$ cat src/rtl/core/lms_instantaneous_frequency_core_macros.svh
// ---------------------------------------------------------------------------
// LMS instantaneous frequency core assertion macros
// Concurrent check wrappers, empty when SYNTH is defined.
// ---------------------------------------------------------------------------
`ifndef LMS_INSTANTANEOUS_FREQUENCY_CORE_MACROS_SVH
`define LMS_INSTANTANEOUS_FREQUENCY_CORE_MACROS_SVH
`ifndef SYNTH
`define LIFC_ASSERT_NEXT(label, ante, cons) \
    label: assert property (@(posedge clk) disable iff (!rst_n) (ante) |=> (cons)) \
        else $error("lifc check failed");
`define LIFC_ASSERT_NOW(label, ante, cons) \
    label: assert property (@(posedge clk) disable iff (!rst_n) (ante) |-> (cons)) \
        else $error("lifc check failed");
`else
`define LIFC_ASSERT_NEXT(label, ante, cons)
`define LIFC_ASSERT_NOW(label, ante, cons)
`endif
`endif

$ cat src/rtl/core/lifc_pkg.sv
// ---------------------------------------------------------------------------
// LMS instantaneous frequency package
// Widths, micro-operation codes, command and status types, arctangent table.
// ---------------------------------------------------------------------------
package lifc_pkg;

    localparam int SAMPLE_W      = 16;
    localparam int COEFF_W       = 32;
    localparam int STEP_W        = 16;
    localparam int FREQ_W        = 15;
    localparam int ACC_W         = 52;
    localparam int ERR_W         = 34;
    localparam int GRAD_W        = 35;
    localparam int OPB_W         = 17;
    localparam int DELTA_W       = 37;
    localparam int DIFF_W        = 38;
    localparam int ROT_W         = 35;
    localparam int ANGLE_W       = 32;
    localparam int ATAN_DEPTH    = 24;
    localparam int ATAN_IDX_W    = 5;
    localparam int CORDIC_STEPS_DEF = 16;
    localparam logic [STEP_W-1:0] STEP_SIZE_RESET = 16'd328;

    typedef enum logic [3:0] {
        U_NONE,
        U_ER0,
        U_ER1,
        U_EI0,
        U_EI1,
        U_GR0,
        U_GR1,
        U_GI0,
        U_GI1,
        U_DR,
        U_DI,
        U_CINIT,
        U_CSTEP,
        U_OUT
    } uop_t;

    typedef struct packed {
        logic capture;
        logic load_first;
        uop_t uop;
    } cmd_t;

    typedef struct packed {
        logic cordic_last;
    } status_t;

    function automatic logic [ANGLE_W-1:0] atan_turn(input logic [ATAN_IDX_W-1:0] idx);
        logic [ANGLE_W-1:0] r;
        case (idx)
            5'd0:    r = 32'h20000000;
            5'd1:    r = 32'h12E4051E;
            5'd2:    r = 32'h09FB385B;
            5'd3:    r = 32'h051111D4;
            5'd4:    r = 32'h028B0D43;
            5'd5:    r = 32'h0145D7E1;
            5'd6:    r = 32'h00A2F61E;
            5'd7:    r = 32'h00517C55;
            5'd8:    r = 32'h0028BE53;
            5'd9:    r = 32'h00145F2F;
            5'd10:   r = 32'h000A2F98;
            5'd11:   r = 32'h000517CC;
            5'd12:   r = 32'h00028BE6;
            5'd13:   r = 32'h000145F3;
            5'd14:   r = 32'h0000A2FA;
            5'd15:   r = 32'h0000517D;
            5'd16:   r = 32'h000028BE;
            5'd17:   r = 32'h0000145F;
            5'd18:   r = 32'h00000A30;
            5'd19:   r = 32'h00000518;
            5'd20:   r = 32'h0000028C;
            5'd21:   r = 32'h00000146;
            5'd22:   r = 32'h000000A3;
            5'd23:   r = 32'h00000051;
            default: r = '0;
        endcase
        return r;
    endfunction

endpackage

$ cat src/rtl/core/lifc_ctrl.sv
// ---------------------------------------------------------------------------
// LMS instantaneous frequency controller
// Sequences the predictor update, the CORDIC and the result transfer.
// ---------------------------------------------------------------------------
module lifc_ctrl
    import lifc_pkg::*;
(
    input  logic    clk,
    input  logic    rst_n,
    input  logic    sample_valid,
    input  logic    first_sample,
    output logic    sample_stall,
    output logic    result_valid,
    input  logic    result_stall,
    input  status_t status,
    output cmd_t    cmd
);

    typedef enum logic [3:0] {
        S_IDLE, S_ER0, S_ER1, S_EI0, S_EI1, S_GR0, S_GR1, S_GI0, S_GI1,
        S_DR, S_DI, S_CINIT, S_CSTEP, S_OUT
    } state_t;

    state_t state_reg, state_next;
    logic   result_valid_reg, result_valid_next;
    logic   accept, out_free;

    assign sample_stall = (state_reg != S_IDLE);
    assign accept       = sample_valid && !sample_stall;
    assign out_free     = !result_valid_reg || !result_stall;
    assign result_valid = result_valid_reg;

    always_comb
    begin
        state_next        = state_reg;
        result_valid_next = result_valid_reg && result_stall;
        cmd.capture       = accept;
        cmd.load_first    = accept && first_sample;
        cmd.uop           = U_NONE;
        case (state_reg)
            S_IDLE:
            begin
                if (accept && !first_sample)
                    state_next = S_ER0;
            end
            S_ER0:   begin cmd.uop = U_ER0; state_next = S_ER1; end
            S_ER1:   begin cmd.uop = U_ER1; state_next = S_EI0; end
            S_EI0:   begin cmd.uop = U_EI0; state_next = S_EI1; end
            S_EI1:   begin cmd.uop = U_EI1; state_next = S_GR0; end
            S_GR0:   begin cmd.uop = U_GR0; state_next = S_GR1; end
            S_GR1:   begin cmd.uop = U_GR1; state_next = S_GI0; end
            S_GI0:   begin cmd.uop = U_GI0; state_next = S_GI1; end
            S_GI1:   begin cmd.uop = U_GI1; state_next = S_DR; end
            S_DR:    begin cmd.uop = U_DR; state_next = S_DI; end
            S_DI:    begin cmd.uop = U_DI; state_next = S_CINIT; end
            S_CINIT: begin cmd.uop = U_CINIT; state_next = S_CSTEP; end
            S_CSTEP:
            begin
                cmd.uop = U_CSTEP;
                if (status.cordic_last)
                    state_next = S_OUT;
            end
            S_OUT:
            begin
                if (out_free)
                begin
                    cmd.uop           = U_OUT;
                    result_valid_next = 1'b1;
                    state_next        = S_IDLE;
                end
            end
            default: state_next = S_IDLE;
        endcase
    end

    always_ff @(posedge clk or negedge rst_n)
    begin
        if (!rst_n)
        begin
            state_reg        <= S_IDLE;
            result_valid_reg <= 1'b0;
        end
        else
        begin
            state_reg        <= state_next;
            result_valid_reg <= result_valid_next;
        end
    end

endmodule

$ cat src/rtl/core/lifc_datapath.sv
// ---------------------------------------------------------------------------
// LMS instantaneous frequency datapath
// Shared multiply-accumulate for the LMS update, iterative CORDIC, result.
// ---------------------------------------------------------------------------
module lifc_datapath
    import lifc_pkg::*;
#(
    parameter int CORDIC_STEPS = CORDIC_STEPS_DEF
)
(
    input  logic                       clk,
    input  logic                       rst_n,
    input  cmd_t                       cmd,
    output status_t                    status,
    input  logic                       step_size_wr_en,
    input  logic [STEP_W-1:0]          step_size,
    input  logic signed [SAMPLE_W-1:0] sample_re,
    input  logic signed [SAMPLE_W-1:0] sample_im,
    output logic [FREQ_W-1:0]          frequency,
    output logic                       coeff_saturated
);

    localparam int STEPS_EFF = (CORDIC_STEPS > ATAN_DEPTH) ? ATAN_DEPTH : CORDIC_STEPS;

    logic [STEP_W-1:0]          step_reg;
    logic signed [SAMPLE_W-1:0] xr_reg, xi_reg, pr_reg, pi_reg;
    logic signed [COEFF_W-1:0]  cr_reg, ci_reg;
    logic signed [ACC_W-1:0]    acc_reg;
    logic signed [ERR_W-1:0]    er_reg, ei_reg;
    logic signed [GRAD_W-1:0]   gr_reg, gi_reg;
    logic                       sat_reg, zero_reg;
    logic signed [ROT_W-1:0]    cx_reg, cy_reg;
    logic [ANGLE_W-1:0]         cz_reg;
    logic [ATAN_IDX_W-1:0]      cnt_reg;
    logic [FREQ_W-1:0]          freq_reg;
    logic                       sat_out_reg;

    logic signed [GRAD_W-1:0]   op_a;
    logic signed [OPB_W-1:0]    op_b;
    logic signed [ACC_W-1:0]    prod, sum, sum_sh, prod_sh, x_re_sh, x_im_sh;
    logic signed [DELTA_W-1:0]  delta;
    logic signed [COEFF_W-1:0]  c_sel;
    logic signed [DIFF_W-1:0]   diff;
    logic                       diff_ovf;
    logic signed [COEFF_W-1:0]  c_clamped;
    logic signed [ROT_W-1:0]    sx, sy;
    logic [ANGLE_W-1:0]         z_round;

    assign x_re_sh = $signed({{(ACC_W-SAMPLE_W-30){xr_reg[SAMPLE_W-1]}}, xr_reg, 30'b0});
    assign x_im_sh = $signed({{(ACC_W-SAMPLE_W-30){xi_reg[SAMPLE_W-1]}}, xi_reg, 30'b0});

    always_comb
    begin
        op_a = '0;
        op_b = '0;
        case (cmd.uop)
            U_ER0:   begin op_a = GRAD_W'(cr_reg); op_b = OPB_W'(pr_reg); end
            U_ER1:   begin op_a = GRAD_W'(ci_reg); op_b = OPB_W'(pi_reg); end
            U_EI0:   begin op_a = GRAD_W'(cr_reg); op_b = OPB_W'(pi_reg); end
            U_EI1:   begin op_a = GRAD_W'(ci_reg); op_b = OPB_W'(pr_reg); end
            U_GR0:   begin op_a = GRAD_W'(er_reg); op_b = OPB_W'(pr_reg); end
            U_GR1:   begin op_a = GRAD_W'(ei_reg); op_b = OPB_W'(pi_reg); end
            U_GI0:   begin op_a = GRAD_W'(ei_reg); op_b = OPB_W'(pr_reg); end
            U_GI1:   begin op_a = GRAD_W'(er_reg); op_b = OPB_W'(pi_reg); end
            U_DR:    begin op_a = gr_reg; op_b = $signed({1'b0, step_reg}); end
            U_DI:    begin op_a = gi_reg; op_b = $signed({1'b0, step_reg}); end
            default: begin op_a = '0; op_b = '0; end
        endcase
    end

    assign prod = ACC_W'(op_a) * ACC_W'(op_b);

    always_comb
    begin
        case (cmd.uop)
            U_ER0:   sum = x_re_sh + prod;
            U_EI0:   sum = x_im_sh + prod;
            U_ER1:   sum = acc_reg - prod;
            U_GI1:   sum = acc_reg - prod;
            U_EI1:   sum = acc_reg + prod;
            U_GR1:   sum = acc_reg + prod;
            default: sum = prod;
        endcase
    end

    assign sum_sh   = sum >>> 15;
    assign prod_sh  = prod >>> 15;
    assign delta    = prod_sh[DELTA_W-1:0];
    assign c_sel    = (cmd.uop == U_DI) ? ci_reg : cr_reg;
    assign diff     = DIFF_W'(c_sel) - DIFF_W'(delta);
    assign diff_ovf = (diff[DIFF_W-1:COEFF_W-1] != '0) && (diff[DIFF_W-1:COEFF_W-1] != '1);
    assign c_clamped = !diff_ovf ? diff[COEFF_W-1:0] :
                       (diff[DIFF_W-1] ? {1'b1, {(COEFF_W-1){1'b0}}} :
                                         {1'b0, {(COEFF_W-1){1'b1}}});

    assign sx      = cx_reg >>> cnt_reg;
    assign sy      = cy_reg >>> cnt_reg;
    assign z_round = cz_reg + 32'h0000_8000;

    assign status.cordic_last = (cnt_reg == ATAN_IDX_W'(STEPS_EFF - 1));

    always_ff @(posedge clk or negedge rst_n)
    begin
        if (!rst_n)
        begin
            step_reg <= STEP_SIZE_RESET;
            cr_reg   <= '0;
            ci_reg   <= '0;
            pr_reg   <= '0;
            pi_reg   <= '0;
        end
        else
        begin
            if (step_size_wr_en)
                step_reg <= step_size;
            if (cmd.load_first)
            begin
                cr_reg <= $signed({sample_re, 15'b0}) ;
                ci_reg <= $signed({sample_im, 15'b0});
                pr_reg <= sample_re;
                pi_reg <= sample_im;
            end
            if (cmd.uop == U_DR)
                cr_reg <= c_clamped;
            if (cmd.uop == U_DI)
            begin
                ci_reg <= c_clamped;
                pr_reg <= xr_reg;
                pi_reg <= xi_reg;
            end
        end
    end

    always_ff @(posedge clk)
    begin
        if (cmd.capture)
        begin
            xr_reg <= sample_re;
            xi_reg <= sample_im;
        end
        case (cmd.uop)
            U_ER0, U_EI0, U_GR0, U_GI0: acc_reg <= sum;
            U_ER1:   er_reg <= sum_sh[ERR_W-1:0];
            U_EI1:   ei_reg <= sum_sh[ERR_W-1:0];
            U_GR1:   gr_reg <= sum_sh[GRAD_W-1:0];
            U_GI1:   gi_reg <= sum_sh[GRAD_W-1:0];
            U_DR:    sat_reg <= diff_ovf;
            U_DI:    sat_reg <= sat_reg | diff_ovf;
            U_CINIT:
            begin
                zero_reg <= (cr_reg == '0) && (ci_reg == '0);
                cz_reg   <= '0;
                cnt_reg  <= '0;
                if (cr_reg[COEFF_W-1])
                begin
                    cx_reg <= -ROT_W'(cr_reg);
                    cy_reg <= -ROT_W'(ci_reg);
                end
                else
                begin
                    cx_reg <= ROT_W'(cr_reg);
                    cy_reg <= ROT_W'(ci_reg);
                end
            end
            U_CSTEP:
            begin
                cnt_reg <= cnt_reg + 1'b1;
                if (!cy_reg[ROT_W-1])
                begin
                    cx_reg <= cx_reg + sy;
                    cy_reg <= cy_reg - sx;
                    cz_reg <= cz_reg + atan_turn(cnt_reg);
                end
                else
                begin
                    cx_reg <= cx_reg - sy;
                    cy_reg <= cy_reg + sx;
                    cz_reg <= cz_reg - atan_turn(cnt_reg);
                end
            end
            U_OUT:
            begin
                freq_reg    <= zero_reg ? '0 : z_round[30:16];
                sat_out_reg <= sat_reg;
            end
            default: acc_reg <= acc_reg;
        endcase
    end

    assign frequency       = freq_reg;
    assign coeff_saturated = sat_out_reg;

endmodule

$ cat src/rtl/core/lms_instantaneous_frequency_core.sv
// ---------------------------------------------------------------------------
// LMS instantaneous frequency core
// One-tap complex LMS predictor with CORDIC angle readout.
//
// channel   handshake                     payload
// sample    sample_valid / sample_stall   sample_re, sample_im, first_sample
// result    result_valid / result_stall   frequency, coeff_saturated
// config    step_size_wr_en               step_size
//
// An item passes through the accept step, ten steps on the shared
// multiply-accumulate unit, a CORDIC setup step, one step per CORDIC iteration
// (CORDIC_STEPS, capped at 24) and a result step; the core takes no new sample
// until it is idle again. A first sample only loads the predictor state and
// gives no result. Reset clears the predictor state and sets step_size to 328.
// A stalled result holds the core in its result step until the slot frees.
// ---------------------------------------------------------------------------
`include "lms_instantaneous_frequency_core_macros.svh"

module lms_instantaneous_frequency_core
    import lifc_pkg::*;
#(
    parameter int CORDIC_STEPS = CORDIC_STEPS_DEF
)
(
    input  logic                       clk,
    input  logic                       rst_n,
    input  logic                       step_size_wr_en,
    input  logic [STEP_W-1:0]          step_size,
    input  logic                       sample_valid,
    output logic                       sample_stall,
    input  logic signed [SAMPLE_W-1:0] sample_re,
    input  logic signed [SAMPLE_W-1:0] sample_im,
    input  logic                       first_sample,
    output logic                       result_valid,
    input  logic                       result_stall,
    output logic [FREQ_W-1:0]          frequency,
    output logic                       coeff_saturated
);

    cmd_t    cmd;
    status_t status;

    lifc_ctrl u_ctrl (
        .clk          (clk),
        .rst_n        (rst_n),
        .sample_valid (sample_valid),
        .first_sample (first_sample),
        .sample_stall (sample_stall),
        .result_valid (result_valid),
        .result_stall (result_stall),
        .status       (status),
        .cmd          (cmd)
    );

    lifc_datapath #(
        .CORDIC_STEPS (CORDIC_STEPS)
    ) u_datapath (
        .clk             (clk),
        .rst_n           (rst_n),
        .cmd             (cmd),
        .status          (status),
        .step_size_wr_en (step_size_wr_en),
        .step_size       (step_size),
        .sample_re       (sample_re),
        .sample_im       (sample_im),
        .frequency       (frequency),
        .coeff_saturated (coeff_saturated)
    );

    `LIFC_ASSERT_NEXT(a_update_busy, sample_valid && !sample_stall && !first_sample, sample_stall)
    `LIFC_ASSERT_NEXT(a_first_silent, sample_valid && !sample_stall && first_sample, !$rose(result_valid))
    `LIFC_ASSERT_NOW(a_result_idle, $rose(result_valid), !sample_stall)

endmodule
$ cat config.mk
export PLATFORM = sky130hd
export DESIGN_NAME = lms_instantaneous_frequency_core
export DESIGN_NICKNAME = d
export VERILOG_FILES = /design/src/rtl/core/lifc_pkg.sv /design/src/rtl/core/lifc_ctrl.sv /design/src/rtl/core/lifc_datapath.sv /design/src/rtl/core/lms_instantaneous_frequency_core.sv
export VERILOG_INCLUDE_DIRS = /design/src /design/src/rtl/core
export SDC_FILE = /design/constraint.sdc
export NUM_CORES = 2
export LEC_CHECK = 0
export ABC_AREA = 1
export BUFFER_PORTS_ARGS = -buffer_cell sky130_fd_sc_hd__buf_2
export CELL_PAD_IN_SITES_DETAIL_PLACEMENT = 2
export CELL_PAD_IN_SITES_GLOBAL_PLACEMENT = 2
export CORE_MARGIN = 2
export CORE_UTILIZATION = 39
export CTS_CLUSTER_SIZE = 10
export DETAILED_ROUTE_END_ITERATION = 10
export PLACE_DENSITY = 0.83
export SYNTH_ARGS = -nofsm -noshare
export SYNTH_HDL_FRONTEND = slang
export SYNTH_SLANG_ARGS = --single-unit
$ cat constraint.sdc
create_clock -name clk -period 12.91 [get_ports clk]
set_input_delay 3.2275 -clock clk [delete_from_list [all_inputs] [get_ports clk]]
set_output_delay 3.2275 -clock clk [all_outputs]
set_load 0.1 [all_outputs]
=== Word level (Yosys, flattened, before mapping) ===
Memories as Yosys holds them, arrays and structs flattened. A register that Yosys moved wholly into a read port is not among the register bits.
Index checks and enable logic that the tools add are counted.

* Divide/modulo/power cells: 0
* Shift operators: 2
* $add $sub $neg: 15
* Bitwise logic cells: 1
* Reduce and logical (&&, ||, !) cells: 31
* Mux-type cells: 38
* Multiply operators: 1
* Equal/unequal tests: 31
* Magnitude comparators: 0

{| class="wikitable"
|+ Operators with widths
! cell !! number
|-
| 32-bit two-way mux || 12
|-
| 35-bit case mux with 6 select lines || 1
|-
| 52-bit case mux with 4 select lines || 1
|-
| 35-bit two-way mux || 4
|-
| 35-bit case mux with 2 select lines || 2
|-
| 46-bit by 52-bit adder with 52-bit output || 2
|-
| 35-bit adder || 2
|-
| 32-bit negation with 35-bit output || 2
|-
| 35-bit by 5-bit >>> shifter with 35-bit output || 2
|-
| 35-bit subtractor || 2
|-
| 32-bit logical NOT || 2
|-
| 16-bit two-way mux || 4
|-
| 32-bit case mux with 2 select lines || 1
|-
| 4-bit case mux with 14 select lines || 1
|-
| 52-bit adder || 1
|-
| 35-bit by 17-bit multiplier with 52-bit output || 1
|-
| 4-bit case mux with 13 select lines || 1
|-
| 52-bit subtractor || 1
|-
| 17-bit case mux with 3 select lines || 1
|-
| 4-bit == test, second input constant || 12
|-
| 32-bit by 37-bit subtractor with 38-bit output || 1
|-
| 32-bit adder || 1
|-
| 4-bit by 3-bit == test with 1-bit output, second input constant || 8
|-
| 32-bit subtractor || 1
|-
| other kinds (24) || 53
|}

* Register bits: 464
* Memory bits (read-only): 1920
* Bits in writable memories: 0
* Output and inout bits: 18
* Memories kept: 2
* Latch bits: 0
* Input port bits: 54

{| class="wikitable"
|+ Memories
! memory !! depth !! width !! read ports !! clocked after memory_dff !! write ports !! line !! text
|-
| (name not given) || 32 || 30 || 1 || 1 || 0 || lifc_pkg.sv:53 || <nowiki>case (idx)</nowiki>
|-
| (name not given) || 32 || 30 || 1 || 1 || 0 || lifc_pkg.sv:53 ||
|}

=== Longest topological paths before layout ===
* Depth after elaboration: 13
* Mapped depth: 61
* Depth with buffers taken out: 58

=== Modules after synthesis ===
A second synthesis with hierarchy kept.

* Cell total of the unflattened synthesis: 8876
* Area total of the unflattened synthesis: 63606.0 µm²

{| class="wikitable"
|+ Modules (own cells, without submodules)
! module !! cells each !! area an instance (µm²) !! times used !! seq. area each (µm²)
|-
| lifc_datapath || 8810 || 63210.6 || 1 || 13736.9
|-
| lifc_ctrl || 66 || 395.4 || 1 || 125.1
|}

=== Worst setup path before layout ===
OpenSTA, ideal clock, no wires.

* Path kind: reg2reg
* From: register u_ctrl.state_reg[2]
* To: register u_datapath.acc_reg[49] (data pin)
* Arrival: 10300 ps
* Required time: 12649 ps
* Library setup time: 261 ps
* Clock period less this slack: 10562 ps
* Cell stages (with the launch flop): 54
* Slack: 2348 ps
* Path through: dfrtp_1 -> inv_2 -> nand2_2 -> nor2_1 -> nor2_1 -> inv_1 -> clkbuf_1 -> buf_2 -> nand2_1 -> nand4_1 -> nor3_1 -> clkbuf_1 -> nor2_1 -> fa_1 -> fa_1 -> inv_1 -> fa_1 -> inv_1 -> (+18 left out) -> nand2_2 -> xor2_1 -> inv_1 -> ha_1 -> nand2_1 -> nor2_1 -> inv_1 -> nor3_1 -> and3_1 -> nand3_1 -> nand3_1 -> a21o_1 -> a21o_1 -> nand2_1 -> nand2_1 -> nand3_1 -> nand3_1 -> nand2_1

* Longest elaborated chain between the ends: 8
* Elaborated cells on any way between the ends: 41

{| class="wikitable"
|+ Ends and longest elaborated chain
! item !! line !! text
|-
| from (decl) || lifc_ctrl.sv:24 || <nowiki>state_t state_reg, state_next;</nowiki>
|-
| from (signal assigned) || lifc_ctrl.sv:85 || <nowiki>state_reg <= state_next;</nowiki>
|-
| 4-bit == test (tied with other cells) || lifc_ctrl.sv:40 || <nowiki>case (state_reg)</nowiki>
|-
| 4-bit case mux with 13 select lines (*) || lifc_ctrl.sv:40 ||
|-
| 4-bit by 2-bit == test with 1-bit output (tied with other cells) || lifc_datapath.sv:56, lifc_datapath.sv:75 ||
|-
| 4-bit OR reduction (no line) / 2-bit OR reduction (equally long branches) || -- ||
|-
| 17-bit case mux with 3 select lines / 35-bit case mux with 6 select lines (equally long branches) || lifc_datapath.sv:56 || <nowiki>case (cmd.uop)</nowiki>
|-
| 35-bit by 17-bit multiplier with 52-bit output || lifc_datapath.sv:71 || <nowiki>assign prod = ACC_W'(op_a) * ACC_W'(op_b);</nowiki>
|-
| 52-bit adder (tied with other cells) || lifc_datapath.sv:80, lifc_datapath.sv:81 ||
|-
| 52-bit case mux with 4 select lines (*) || lifc_datapath.sv:75 || <nowiki>case (cmd.uop)</nowiki>
|-
| via u_datapath.sum[49] || lifc_datapath.sv:40 || <nowiki>logic signed [ACC_W-1:0] prod, sum, sum_sh, prod_sh, x_re_sh, x_im_sh;</nowiki>
|-
| to (signal assigned) || lifc_datapath.sv:142 || <nowiki>U_ER0, U_EI0, U_GR0, U_GI0: acc_reg <= sum;</nowiki>
|-
| to (signal assigned) || lifc_datapath.sv:186 || <nowiki>default: acc_reg <= acc_reg;</nowiki>
|-
| to (decl) || lifc_datapath.sv:28 || <nowiki>logic signed [ACC_W-1:0] acc_reg;</nowiki>
|}

The timed path passes the listed nets; every way through them passes the cells marked *.
A chain may end at the register's enable or synchronous reset.

=== Worst setup path in the final report ===
* From: register u_ctrl.state_reg[2]
* To: register u_datapath.ei_reg[28] (data pin)

* Longest elaborated chain between the ends: 8
* Elaborated cells on any way between the ends: 41

{| class="wikitable"
|+ Ends and longest elaborated chain
! item !! line !! text
|-
| 4-bit == test (tied with other cells) || lifc_ctrl.sv:40 ||
|-
| 4-bit case mux with 13 select lines (*) || lifc_ctrl.sv:40 ||
|-
| 4-bit by 2-bit == test with 1-bit output (tied with other cells) || lifc_datapath.sv:56, lifc_datapath.sv:75 ||
|-
| 4-bit OR reduction (no line) / 2-bit OR reduction (equally long branches) || -- ||
|-
| 17-bit case mux with 3 select lines / 35-bit case mux with 6 select lines (equally long branches) || lifc_datapath.sv:56 ||
|-
| 35-bit by 17-bit multiplier with 52-bit output || lifc_datapath.sv:71 ||
|-
| 52-bit adder (tied with other cells) || lifc_datapath.sv:80, lifc_datapath.sv:81 ||
|-
| 52-bit case mux with 4 select lines (*) || lifc_datapath.sv:75 ||
|-
| via u_datapath.sum[43] || lifc_datapath.sv:40 ||
|-
| to (signal assigned) || lifc_datapath.sv:144 || <nowiki>U_EI1: ei_reg <= sum_sh[ERR_W-1:0];</nowiki>
|-
| to (decl) || lifc_datapath.sv:29 || <nowiki>logic signed [ERR_W-1:0] er_reg, ei_reg;</nowiki>
|}

Marked as above.

==> impl_metrics.ini <==
[logic_synthesis]
synth_compound_area_share_pct = 11.56
synth_top_family_by_area = simple AND/OR/NAND/NOR gates
syn_area_sq_um = 62360
ys_ff_latch = 491
yosys-top-cells-area = fa_1 18%, edfxtp_1 17%, nand2_1 14%
synth_mux_area_share_pct = 0.2107
synth_edf_count = 344
ys.flop_type = edfxtp_1
synthAdderAreaFrac_pct = 25.22
synth_area_per_cell_sq_um = 7.152
synth_top_cell_area_share_pct = 18.36
synthXorXnorAreaFrac_pct = 3.487
synthArstFlopShare_pct = 23.83
ys_types = 75
synth.most_common_cell = nand2_1
ys.warnings.count = 0
seq_area_frac_synth_pct = 22.23
synthesis.nets = 9688
yosys.area_share.simple_pct = 26.43
synthTopCellsByCount = 2319 x nand2_1, 1466 x inv_1, 922 x nor2_1
yosys.area.top_type = fa_1
syn-instance-count = 8720

[sta]
period_share_pct = 100.7
setup_viol = 5
max_freq_ghz = 0.07693
worst_slew_pin_slew_ns = 1.502
clock_skew_ns = 0.08526
relSlewSlack_pct = -1.197
setup_tns_ns = -0.4163
period_minus_slack_ns = 13.00
finalHoldViolCount = 0
finalWorstSetupSlack_ns = -0.08811
slew_viol_final = 12

[job]
maxCapViolCount = 2

[critical_path]
crit_path_top_delay_cell = fa_1
r2r_end = u_datapath.ei_reg[28]
crit_top_cell = nand2_1
critPathCaptureType = flip-flop
cpPeakStageDelay_ns = 0.55
timing.rr.start = u_ctrl.state_reg[2]
cp_max_fo = 12
rrSetupSlack_ns = -0.09
cp.required_ns = 13.35
path_class = reg2reg
crit_path_start_kind = flip-flop
crit_end = u_datapath.ei_reg[28]
worstSetupStartpoint = u_ctrl.state_reg[2]
worstPathArrival_ns = 13.44
r2r_cells = 54

[clock_network]
clk_latency_ns = 0.74
cts-hold-fix-buffers = 0
cts_max_level = 3
cts_max_path_buffers = 3
clock_sinks = 491
cts_buffers = 66
cts_tree = built
cts_root_buf = clkbuf_16
clk_pin_slew_ns = 0.06

[floorplanning]
io_pins = 72
die_area_sq_um = 163100
fp.dieW_um = 403.9
coreArea_sq_um = 158600
die_h_um = 403.9
initial_utilization_pct = 39.33
num_rows = 146

[min_path]
holdCritPathClass = reg2reg
hold_path.startpoint = u_datapath.step_reg[3]

[drt]
finalWirelength_mm = 346.7
drt_iter0_drc = 6601
ant_nets = 0
via_per_inst = 6.003
wl_per_cell_um = 31.52
drc_errors = 0
num_vias = 66010
firstDrtPassIters = 6

[global_route]
antenna_found_initial = 23
grt_pass1_vias = 71670
globalRouteTotalUtil_pct = 41.49
grt_max_degree = 91
grt.overflow.total = 0
grt_pass1_wl_mm = 495.1

[finish]
num-nets-final = 9830
drive_gt1_share_pct = 7.234
area_growth_pct = 10.98
design_area_sq_um = 69210
largest_reg_flops = 50

[outcome]
outcome = complete, but fails checks
violations = capacitance limit, slew limit, setup timing

[placed_design]
place_area_sq_um = 66100
dp_worst_setup_slack_ns = -0.4061
post-dp-hpwl_mm = 274.3
place_congestion = 0.9893
port_buffers = 71
[how the worst min path moves through the flow]
stage | end | slack (ns) | depth (start not counted)
after CTS | u_datapath.step_reg[3] | 0.51 | 2
final | u_datapath.step_reg[3] | 0.51 | 2
after detailed placement | u_datapath.pi_reg[14] | 0.48 | 2
after global routing | u_datapath.step_reg[3] | 0.55 | 2
after floorplan | u_datapath.coeff_saturated | 0.43 | 0
after global placement | u_datapath.pi_reg[8] | 0.48 | 2
[metrics by stage]
step	hold slack [ns]	utilization [%]	cells
6_report	0.5095	43.65	11000
5_1_grt	0.5487	43.64	10990
4_1_cts	0.5118	43.21	10940
3_5_place_dp	0.4842	41.69	10810
3_3_place_gp	0.4751	41.68	10800
2_1_floorplan	0.4268	-	8720
[worst max-delay path: cells and delay by family (launching register included)]
kind / cells / cell delay (ns)
and+or+nand+nor: 21 / 4.40
adders and majority gates: 8 / 3.75
buffers and inverters: 18 / 2.36
AOI/OAI and AO/OA: 6 / 1.42
DFF: 1 / 0.50
xor gates and xnor gates: 1 / 0.28
[layout make-up]
type / count / area [sq um]
Inverter: 1505 / 5699
Tap cell: 2072 / 2592
Sequential cell: 491 / 13860
Multi-Input combinational cell: 6465 / 42180
Timing Repair Buffer: 332 / 2629
Clock buffer: 101 / 1863
Fill cell: 18700 / 89350
Clock inverter: 21 / 360.3
Antenna cell: 9 / 22.52
Timing Repair inverter: 1 / 7.507
[per-layer routing]
layer  vias to the layer above  global-route usage, %  wire length (um)
li1                      27940                      -                 -
met1                     33700                  53.13            136000
met2                      3305                  63.96            151800
met3                      1052                  9.536             34150
met4                        20                  24.48             24580
met5                         -                      0               139
[repair_timing]
action / CTS / global route
gates resized for setup: 13 / 36
endpoints found under the setup margin: 31 / 137
gates cloned: 2 / 0
hold endpoints to repair: 0 / 0
setup buffers: 9 / 49
pin swaps: 2 / 14
[cells by family (layout without fill, tap and decap cells)]
family	count (synthesis)	count (layout)
AND/OR/NAND/NOR	4005	4005
buffers and inverters	1765	1960
AO/OA/AOI/OAI	1288	1289
adder cells (fa/ha/maj)	914	914
flip-flops	491	491
XOR/XNOR	244	244
multiplexers	13	13
other	0	9
[cells in the final DEF, fill, tap and decap left out, types with 113 or more instances in the layout]
master,instances
nand2_1,2314
inv_1,1454
nor2_1,907
fa_1,572
o21ai_0,438
a21oi_1,430
nand3_1,417
edfxtp_1,344
ha_1,340
buf_4,234
xor2_1,157
dfrtp_1,113
Power is not shown: default switching activity piles up to over one toggle a cycle in this logic, so the estimate is an artifact.
